### src/hdl/qdec_pkg.sv
// ----------------------------------------------------------------------------
// Quadrature decoder package
// Shared codes, widths and the x4 step decode for the quadrature decoder.
// ----------------------------------------------------------------------------
package qdec_pkg;

    // Request kinds carried on the input tuser bit.
    localparam logic REQ_SAMPLE = 1'b0;
    localparam logic REQ_TICK   = 1'b1;

    // Configuration register indexes.
    localparam int unsigned CFG_INDEX_BITS = 8;
    localparam logic [CFG_INDEX_BITS-1:0] CFG_COUNTS_PER_REV   = 8'd0;
    localparam logic [CFG_INDEX_BITS-1:0] CFG_TICKS_PER_SECOND = 8'd1;

    // Field widths.
    localparam int unsigned CPR_BITS   = 16;
    localparam int unsigned TPS_BITS   = 14;
    localparam int unsigned EDGE_BITS  = 32;
    localparam int unsigned SPEED_BITS = 32;
    localparam int unsigned PROD_BITS  = EDGE_BITS + TPS_BITS;   // edges * ticks
    localparam int unsigned NUM_BITS   = PROD_BITS + 6;          // times 60
    localparam int unsigned DIV_BITS   = CPR_BITS + 2;           // 4 * counts
    localparam int unsigned QUO_BITS   = SPEED_BITS;

    // Reset values of the configuration registers.
    localparam logic [CPR_BITS-1:0] CPR_RESET = 16'd96;
    localparam logic [TPS_BITS-1:0] TPS_RESET = 14'd100;

    // Step direction codes.
    typedef enum logic [1:0] {
        DIR_NONE,
        DIR_FWD,
        DIR_REV
    } t_dir;

    // Forward steps: 00->10, 10->11, 11->01, 01->00.
    function automatic logic [1:0] fwd_next(input logic [1:0] prev);
        logic [1:0] nxt;
        case (prev)
            2'b00:   nxt = 2'b10;
            2'b01:   nxt = 2'b00;
            2'b10:   nxt = 2'b11;
            2'b11:   nxt = 2'b01;
            default: nxt = 2'b00;
        endcase
        return nxt;
    endfunction

    // Reverse steps: 00->01, 01->11, 11->10, 10->00.
    function automatic logic [1:0] rev_next(input logic [1:0] prev);
        logic [1:0] nxt;
        case (prev)
            2'b00:   nxt = 2'b01;
            2'b01:   nxt = 2'b11;
            2'b10:   nxt = 2'b00;
            2'b11:   nxt = 2'b10;
            default: nxt = 2'b00;
        endcase
        return nxt;
    endfunction

    // Decode one pin transition into a direction.
    function automatic t_dir step_dir(input logic [1:0] prev, input logic [1:0] cur);
        t_dir dir;
        if (cur == fwd_next(prev)) begin
            dir = DIR_FWD;
        end else if (cur == rev_next(prev)) begin
            dir = DIR_REV;
        end else begin
            dir = DIR_NONE;
        end
        return dir;
    endfunction

endpackage

### src/hdl/quadrature_decoder_with_speed.sv
// A pin sample's result is registered in the output register, or in the hold register
// while the output stalls. A window tick runs capture, one multiply, one scale by 60,
// a range check and 32 steps of a shared restoring divider (skipped on saturation).
// Throughput: one sample per cycle while the output drains and no tick is in progress.
// Reset (synchronous, active low) clears position, edge count and speed, loads the
// configuration defaults and empties the output and hold registers.
// ----------------------------------------------------------------------------
// Quadrature decoder with speed measurement
// Decodes an x4 quadrature encoder into a signed position and computes speed in
// RPM on each window tick with a shared multiply and iterative divide unit.
// ----------------------------------------------------------------------------
module quadrature_decoder_with_speed
    import qdec_pkg::*;
#(
    parameter int unsigned POSITION_BITS = 32
) (
    input  logic                      i_clk,
    input  logic                      i_rst_n,
    // Configuration write channel
    input  logic                      i_cfg_valid,
    output logic                      o_cfg_ready,
    input  logic [CFG_INDEX_BITS-1:0] i_cfg_index,
    input  logic [CPR_BITS-1:0]       i_cfg_data,
    // Request stream
    input  logic                      s_axis_tvalid,
    output logic                      s_axis_tready,
    input  logic [7:0]                s_axis_tdata,   // [1:0] ab_pins, [7:2] zero
    input  logic                      s_axis_tuser,   // [0] req_type
    // Result stream
    output logic                      m_axis_tvalid,
    input  logic                      m_axis_tready,
    output logic [71:0]               m_axis_tdata,   // [31:0] position, [63:32] speed_rpm,
                                                      // [64] step_error,
                                                      // [65] position_wrapped, [71:66] zero
    output logic                      m_axis_tuser    // [0] speed_updated
);

    typedef enum logic [2:0] {
        S_IDLE,
        S_MUL,
        S_SCALE,
        S_CHECK,
        S_DIV,
        S_DONE
    } t_state;

    localparam logic [POSITION_BITS-1:0] POS_MAX = {1'b0, {(POSITION_BITS-1){1'b1}}};
    localparam logic [POSITION_BITS-1:0] POS_MIN = {1'b1, {(POSITION_BITS-1){1'b0}}};
    localparam logic [EDGE_BITS-1:0]     EDGE_MAX = '1;
    localparam logic [SPEED_BITS-1:0]    SPEED_MAX = '1;
    localparam int unsigned              CNT_BITS = $clog2(QUO_BITS);
    localparam logic [CNT_BITS-1:0]      CNT_LAST = CNT_BITS'(QUO_BITS - 1);

    // Registers
    t_state                     r_state,   n_state;
    logic [CPR_BITS-1:0]        r_cpr,     n_cpr;
    logic [TPS_BITS-1:0]        r_tps,     n_tps;
    logic [1:0]                 r_prev,    n_prev;
    logic [POSITION_BITS-1:0]   r_pos,     n_pos;
    logic [EDGE_BITS-1:0]       r_edges,   n_edges;
    logic [SPEED_BITS-1:0]      r_speed,   n_speed;
    logic [NUM_BITS-1:0]        r_num,     n_num;
    logic [DIV_BITS-1:0]        r_rem,     n_rem;
    logic [CNT_BITS-1:0]        r_cnt,     n_cnt;
    logic                       r_sat,     n_sat;
    logic                       r_out_vld, n_out_vld;
    logic [71:0]                r_out_data, n_out_data;
    logic                       r_out_user, n_out_user;
    logic                       r_hold_vld, n_hold_vld;
    logic [71:0]                r_hold_data, n_hold_data;
    logic                       r_hold_user, n_hold_user;

    // Combinational helpers
    logic                       w_in_acc;
    logic                       w_out_free;
    t_dir                       w_dir;
    logic [DIV_BITS-1:0]        w_divisor;
    logic [PROD_BITS-1:0]       w_prod;
    logic [NUM_BITS-1:0]        w_scaled;
    logic [DIV_BITS:0]          w_trial;
    logic [DIV_BITS:0]          w_diff;
    logic signed [63:0]         w_pos_ext;
    logic [SPEED_BITS-1:0]      w_speed_new;
    logic                       w_res_vld;
    logic [71:0]                w_res_data;
    logic                       w_res_user;
    logic                       w_wrap;
    logic                       w_err;
    logic [POSITION_BITS-1:0]   w_pos_res;
    logic [SPEED_BITS-1:0]      w_speed_res;

    assign o_cfg_ready   = 1'b1;
    assign s_axis_tready = (r_state == S_IDLE) && !r_hold_vld;
    assign w_in_acc      = s_axis_tvalid && s_axis_tready;
    assign w_out_free    = !r_out_vld || m_axis_tready;

    assign m_axis_tvalid = r_out_vld;
    assign m_axis_tdata  = r_out_data;
    assign m_axis_tuser  = r_out_user;

    // Shared arithmetic: multiplier, scale by 60 and the divider subtractor.
    assign w_divisor = {((r_cpr == '0) ? CPR_BITS'(1) : r_cpr), 2'b00};
    assign w_prod    = PROD_BITS'(r_num[EDGE_BITS-1:0]) * PROD_BITS'(r_tps);
    assign w_scaled  = {r_num[PROD_BITS-1:0], 6'b000000}
                     - {4'b0000, r_num[PROD_BITS-1:0], 2'b00};
    assign w_trial   = {r_rem, r_num[QUO_BITS-1]};
    assign w_diff    = w_trial - {1'b0, w_divisor};
    assign w_speed_new = r_sat ? SPEED_MAX : r_num[QUO_BITS-1:0];

    assign w_dir = step_dir(r_prev, s_axis_tdata[1:0]);

    // Next-state and result logic.
    always_comb begin
        n_state     = r_state;
        n_cpr       = r_cpr;
        n_tps       = r_tps;
        n_prev      = r_prev;
        n_pos       = r_pos;
        n_edges     = r_edges;
        n_speed     = r_speed;
        n_num       = r_num;
        n_rem       = r_rem;
        n_cnt       = r_cnt;
        n_sat       = r_sat;
        w_res_vld   = 1'b0;
        w_res_user  = 1'b0;
        w_wrap      = 1'b0;
        w_err       = 1'b0;
        w_pos_res   = r_pos;
        w_speed_res = r_speed;

        // Configuration writes; indexes off the list are ignored.
        if (i_cfg_valid) begin
            if (i_cfg_index == CFG_COUNTS_PER_REV) begin
                n_cpr = i_cfg_data;
            end else if (i_cfg_index == CFG_TICKS_PER_SECOND) begin
                n_tps = i_cfg_data[TPS_BITS-1:0];
            end
        end

        case (r_state)
            S_IDLE: begin
                if (w_in_acc) begin
                    if (s_axis_tuser == REQ_TICK) begin
                        // Capture the window count and start the speed computation.
                        n_num   = {{(NUM_BITS-EDGE_BITS){1'b0}}, r_edges};
                        n_edges = '0;
                        n_state = S_MUL;
                    end else begin
                        // Pin sample: step position and count edges.
                        case (w_dir)
                            DIR_FWD: begin
                                w_wrap = (r_pos == POS_MAX);
                                n_pos  = r_pos + POSITION_BITS'(1);
                            end
                            DIR_REV: begin
                                w_wrap = (r_pos == POS_MIN);
                                n_pos  = r_pos - POSITION_BITS'(1);
                            end
                            default: begin
                                w_err = 1'b1;
                            end
                        endcase
                        if (!w_err && (r_edges != EDGE_MAX)) begin
                            n_edges = r_edges + EDGE_BITS'(1);
                        end
                        n_prev    = s_axis_tdata[1:0];
                        w_pos_res = n_pos;
                        w_res_vld = 1'b1;
                    end
                end
            end
            S_MUL: begin
                n_num   = {{(NUM_BITS-PROD_BITS){1'b0}}, w_prod};
                n_state = S_SCALE;
            end
            S_SCALE: begin
                n_num   = w_scaled;
                n_state = S_CHECK;
            end
            S_CHECK: begin
                // Quotient fits 32 bits only if the high part is below the divisor.
                n_cnt = '0;
                if (r_num[NUM_BITS-1:QUO_BITS] >= {2'b00, w_divisor}) begin
                    n_sat   = 1'b1;
                    n_state = S_DONE;
                end else begin
                    n_sat   = 1'b0;
                    n_rem   = r_num[QUO_BITS+DIV_BITS-1:QUO_BITS];
                    n_state = S_DIV;
                end
            end
            S_DIV: begin
                // One restoring step: quotient bits shift in at the bottom.
                if (!w_diff[DIV_BITS]) begin
                    n_rem = w_diff[DIV_BITS-1:0];
                end else begin
                    n_rem = w_trial[DIV_BITS-1:0];
                end
                n_num[QUO_BITS-1:0] = {r_num[QUO_BITS-2:0], !w_diff[DIV_BITS]};
                n_cnt = r_cnt + CNT_BITS'(1);
                if (r_cnt == CNT_LAST) begin
                    n_state = S_DONE;
                end
            end
            S_DONE: begin
                n_speed     = w_speed_new;
                w_speed_res = w_speed_new;
                w_res_user  = 1'b1;
                w_res_vld   = 1'b1;
                n_state     = S_IDLE;
            end
            default: begin
                n_state = S_IDLE;
            end
        endcase
    end

    // Result packing: position is reported as its low 32 bits, sign-extended.
    assign w_pos_ext  = 64'(signed'(w_pos_res));
    assign w_res_data = {6'b000000, w_wrap, w_err, w_speed_res, w_pos_ext[31:0]};

    // Output register with a one-entry hold stage behind it.
    always_comb begin
        n_out_vld   = r_out_vld;
        n_out_data  = r_out_data;
        n_out_user  = r_out_user;
        n_hold_vld  = r_hold_vld;
        n_hold_data = r_hold_data;
        n_hold_user = r_hold_user;
        if (m_axis_tready && r_out_vld) begin
            n_out_vld = 1'b0;
        end
        if (w_out_free && r_hold_vld) begin
            n_out_vld   = 1'b1;
            n_out_data  = r_hold_data;
            n_out_user  = r_hold_user;
            n_hold_vld  = 1'b0;
        end else if (w_res_vld) begin
            if (w_out_free) begin
                n_out_vld  = 1'b1;
                n_out_data = w_res_data;
                n_out_user = w_res_user;
            end else begin
                n_hold_vld  = 1'b1;
                n_hold_data = w_res_data;
                n_hold_user = w_res_user;
            end
        end
    end

    // State and registered outputs.
    always_ff @(posedge i_clk) begin
        if (!i_rst_n) begin
            r_state    <= S_IDLE;
            r_cpr      <= CPR_RESET;
            r_tps      <= TPS_RESET;
            r_prev     <= '0;
            r_pos      <= '0;
            r_edges    <= '0;
            r_speed    <= '0;
            r_cnt      <= '0;
            r_sat      <= 1'b0;
            r_out_vld  <= 1'b0;
            r_hold_vld <= 1'b0;
        end else begin
            r_state    <= n_state;
            r_cpr      <= n_cpr;
            r_tps      <= n_tps;
            r_prev     <= n_prev;
            r_pos      <= n_pos;
            r_edges    <= n_edges;
            r_speed    <= n_speed;
            r_cnt      <= n_cnt;
            r_sat      <= n_sat;
            r_out_vld  <= n_out_vld;
            r_hold_vld <= n_hold_vld;
        end
        r_num       <= n_num;
        r_rem       <= n_rem;
        r_out_data  <= n_out_data;
        r_out_user  <= n_out_user;
        r_hold_data <= n_hold_data;
        r_hold_user <= n_hold_user;
    end

endmodule

### config.mk
export PLATFORM = sky130hd
export DESIGN_NAME = quadrature_decoder_with_speed
export DESIGN_NICKNAME = d
export VERILOG_FILES = /design/src/hdl/qdec_pkg.sv /design/src/hdl/quadrature_decoder_with_speed.sv
export SDC_FILE = /design/constraint.sdc
export NUM_CORES = 2
export LEC_CHECK = 0
export BUFFER_PORTS_ARGS = -buffer_cell sky130_fd_sc_hd__buf_4
export CAP_MARGIN = 20
export CORE_UTILIZATION = 30
export CTS_BUF_LIST = sky130_fd_sc_hd__clkbuf_16
export CTS_CLUSTER_DIAMETER = 50
export DETAILED_ROUTE_END_ITERATION = 6
export PLACE_DENSITY_LB_ADDON = 0.1
export SYNTH_ARGS = -nofsm -noshare
export SYNTH_HDL_FRONTEND = slang
export SYNTH_SLANG_ARGS = --single-unit
### constraint.sdc
create_clock -name i_clk -period 8.5 [get_ports i_clk]
set_input_delay 0 -clock i_clk [delete_from_list [all_inputs] [get_ports i_clk]]
set_output_delay 0 -clock i_clk [all_outputs]
set_load 0.02 [all_outputs]
==> impl_results.md <==
- First-pass DRT Iterations: 6
- Drt wl/cell: 19.2 um
- Fraction of layout cells with a size suffix above 1: 0.0787
- DR vias/cell: just under 5
- VDD IR max: between 0.2 and 0.3 mV
- Grt ovf: 0
- H-tree depth: 2
- CP endpoint kind: flop
- Yosys warning total: 0
- Clock skew: 35.0 ps
- Post-DP HPWL: a little under 80 mm
- GR met2 Demand/Resource: 0.303
- PnR Total Power: approximately 13000 uW
- GRT met3 Usage: 0.0156
- Reg power frac: 0.184
- Met1 usage: 0.253
- Synth top area share: 0.210
- CP Class: reg -> reg
- Core area: 113000 um^2
- Setup_tns: 0 ps
- Nets: approximately 4500
- Gr usage total: 0.180
- # clock sinks: about 340
- Place WS: between 1000 and 1500 ps
- Max Cap Viol: 0
- Slew margin rel.: 0.285
- CP Max Fanout: 18
- Commonest cells in the synthesized netlist: 549 x inv_1, 457 x nand2_1, 359 x fa_1
- Ys async rst share: 0
- Number of fillers in the final layout: approximately 12000
- Instance area at placement: approximately 37000 um^2
- Starting Density: 0.304
- Clk slew on worst S/H paths: 60 ps
- Die width: 340 um
- Via count of the routed design: about 26000
- Final min period: 7450 ps
- Post-CTS Setup Inserts: 0
- Gpl congestion: around 0.85
- Unrepaired setup endpoints after global routing: no
- Hold Violations, Final: 0
- Chip height: between 300 and 400 um
- Ports: 114
- Input/output buffers: 100
- Cell-internal power: 6160 uW
- Final Cycle Share: 0.877
- Synth Register Bits: around 340
- Final wirelength: about 100 mm
- Final-report max-slew violation count: 0
- Hold Path Class: in -> reg
- Logic gate share of total power: 0.671
- Synth unique cells: 95
- # rows: between 100 and 150
- Number of global-route vias before repair: roughly 27000
- Seq/Total Area, Yosys: 0.260
- Worst Tran Pin Value: 1070 ps
- Largest net degree at the start of global routing: a little over 90
- Cells after DPL: ~5300
- Count of final setup violators: 0
- Final Cell Area: 38500 um^2
- Area contributors post-synth: fa_1 21%, edfxtp_1 18%, dfxtp_1 8.1%
- PD cells: ~330 nW/um^2
- Req. time, crit path: approximately 8800 ps
- Sw Pwr: 6410 uW
- Area grow syn2layout: 12.2%
- Initial antenna violation count: 1
- Status: completed
- Hold buffer count at cts: 27
- Syn avg cell area: about 9 um^2
- Leak pwr: roughly 0.017 uW
- Cell Count, Final, Fillers Out: around 5400
- Die footprint: ~120000 um^2
- Post-synth EDFFs: a little over 200
- Crit path setup slack, layout: 1050 ps
- Num CTS Buffers: 43
- Post-cts resize count: 0
- WP data arrival: 7760 ps
- Clock share of power: 0.145
- Area of the mapped netlist: ~34000 um^2
- Initial detailed-routing violation count: between 1000 and 1500
- Count leader, synth: inv_1
- Top FF cell, synth: edfxtp_1
- Sw frac: 0.510
- Worst-case clock buffer depth: 3
- CTS tree: yes
- Post-route DRC: 0
- First-pass GRT wire length: 163 mm
- Clock latency on the worst-skew pair: about 590 ps
- Synth area leader: fa_1
- Grt peak-use layer: met2
- Routed Antenna Nets: 0
- Mapped Cells: 3823
- CTS Root Cell: clkbuf_16
- CP startpoint kind: flop
- Fmax achieved: between 100 and 150 MHz
[power by group through the flow]
| stage | combinational, uW | sequential, uW | clock, uW |
|---|---|---|---|
| detailed placement | 8450 | 2350 | 0 |
| floorplan | 6170 | 2120 | 0 |
| CTS | 8530 | 2320 | 1890 |
| global route | 9510 | 2340 | 1950 |
| finish | 8440 | 2310 | 1830 |
| global placement | 8500 | 2360 | 0 |
[sequential cells by signal (all words and copies together) (netlist names)]
signal / cells
r_hold_user: 1
r_num: 52
r_sat: 1
r_prev: 2
r_hold_vld: 1
m_axis_tvalid: 1
r_tps: 14
r_hold_data: 66
r_pos: 32
r_cpr: 16
r_cnt: 5
r_state: 3
r_edges: 32
r_rem: 18
m_axis_tdata: 66
r_speed: 32
m_axis_tuser: 1
[layer usage]
layer	share of wire	routed length (um)	vias up
met5	0	0	-
met4	0.017	1720	0
met2	0.48	49900	338
met3	0.022	2340	84
li1	-	-	12700
met1	0.48	50200	13200
[path summary, 6_finish.rpt]
kind	from	cells after the start	endpoint	slack, ps
max reg2reg	r_tps[7]$_SDFFE_PN0P_	21	r_num[35]$_DFFE_PP_	1050
min reg2reg	r_hold_data[9]$_DFFE_PP_	2	m_axis_tdata[9]$_DFFE_PP_	510
min	s_axis_tvalid	3	r_hold_data[64]$_DFFE_PP_	80
max	r_tps[7]$_SDFFE_PN0P_	21	r_num[35]$_DFFE_PP_	1050
[critical path: stages (launching register included)]
cell,delay [ps]
dfxtp_1,930
buf_4,320
nand2_1,90
fa_1,430
fa_1,540
inv_1,60
fa_1,440
fa_1,430
fa_1,540
inv_1,50
fa_1,480
inv_1,50
ha_1,410
a21o_1,260
a21oi_1,140
nor2b_1,70
o221ai_1,300
nor3b_1,640
a21oi_1,180
o21ba_2,240
or3_1,300
a32o_1,260
[cell usage in the layout, fill, tap and decap left out, drive strengths merged, types with 77 or more instances in the layout]
| cell type | n |
|---|---|
| edfxtp | 204 |
| xnor2 | 77 |
| a21oi | 194 |
| inv | 566 |
| and2 | 233 |
| nor2 | 196 |
| nand2 | 457 |
| dfxtp | 139 |
| nor2b | 87 |
| fa | 359 |
| o21ai | 208 |
| buf | 174 |
| ha | 218 |
[stage by stage]
stage	util	hold slack (ps)
2_1_floorplan	-	125
3_3_place_gp	0.325	243
3_5_place_dp	0.325	253
4_1_cts	0.340	14.9
5_1_grt	0.341	85.7
6_report	0.341	84.0
[cells by family after synthesis]
group | after synthesis | share of synthesized area
AND/OR/NAND/NOR | 1222 | 0.176
other | 2 | 0.000219
adder cells (fa/ha/maj) | 577 | 0.289
buffers and inverters | 749 | 0.0838
multiplexers | 64 | 0.0192
flip-flops | 343 | 0.260
XOR/XNOR | 140 | 0.0358
AO/OA/AOI/OAI | 726 | 0.136
[cell type report]
cell class	instances	area [um^2]	share of cell area
Clock inverter	35	287	0.00745
Sequential cell	343	8910	0.232
Tap cell	1500	1880	0.0488
Multi-Input combinational cell	2736	22600	0.586
Antenna cell	1	2.50	0.0000651
Inverter	550	2060	0.0537
Timing Repair Buffer	206	1660	0.0432
Clock buffer	44	1100	0.0286
No activity file was read; power rests on OpenSTA's default activity.
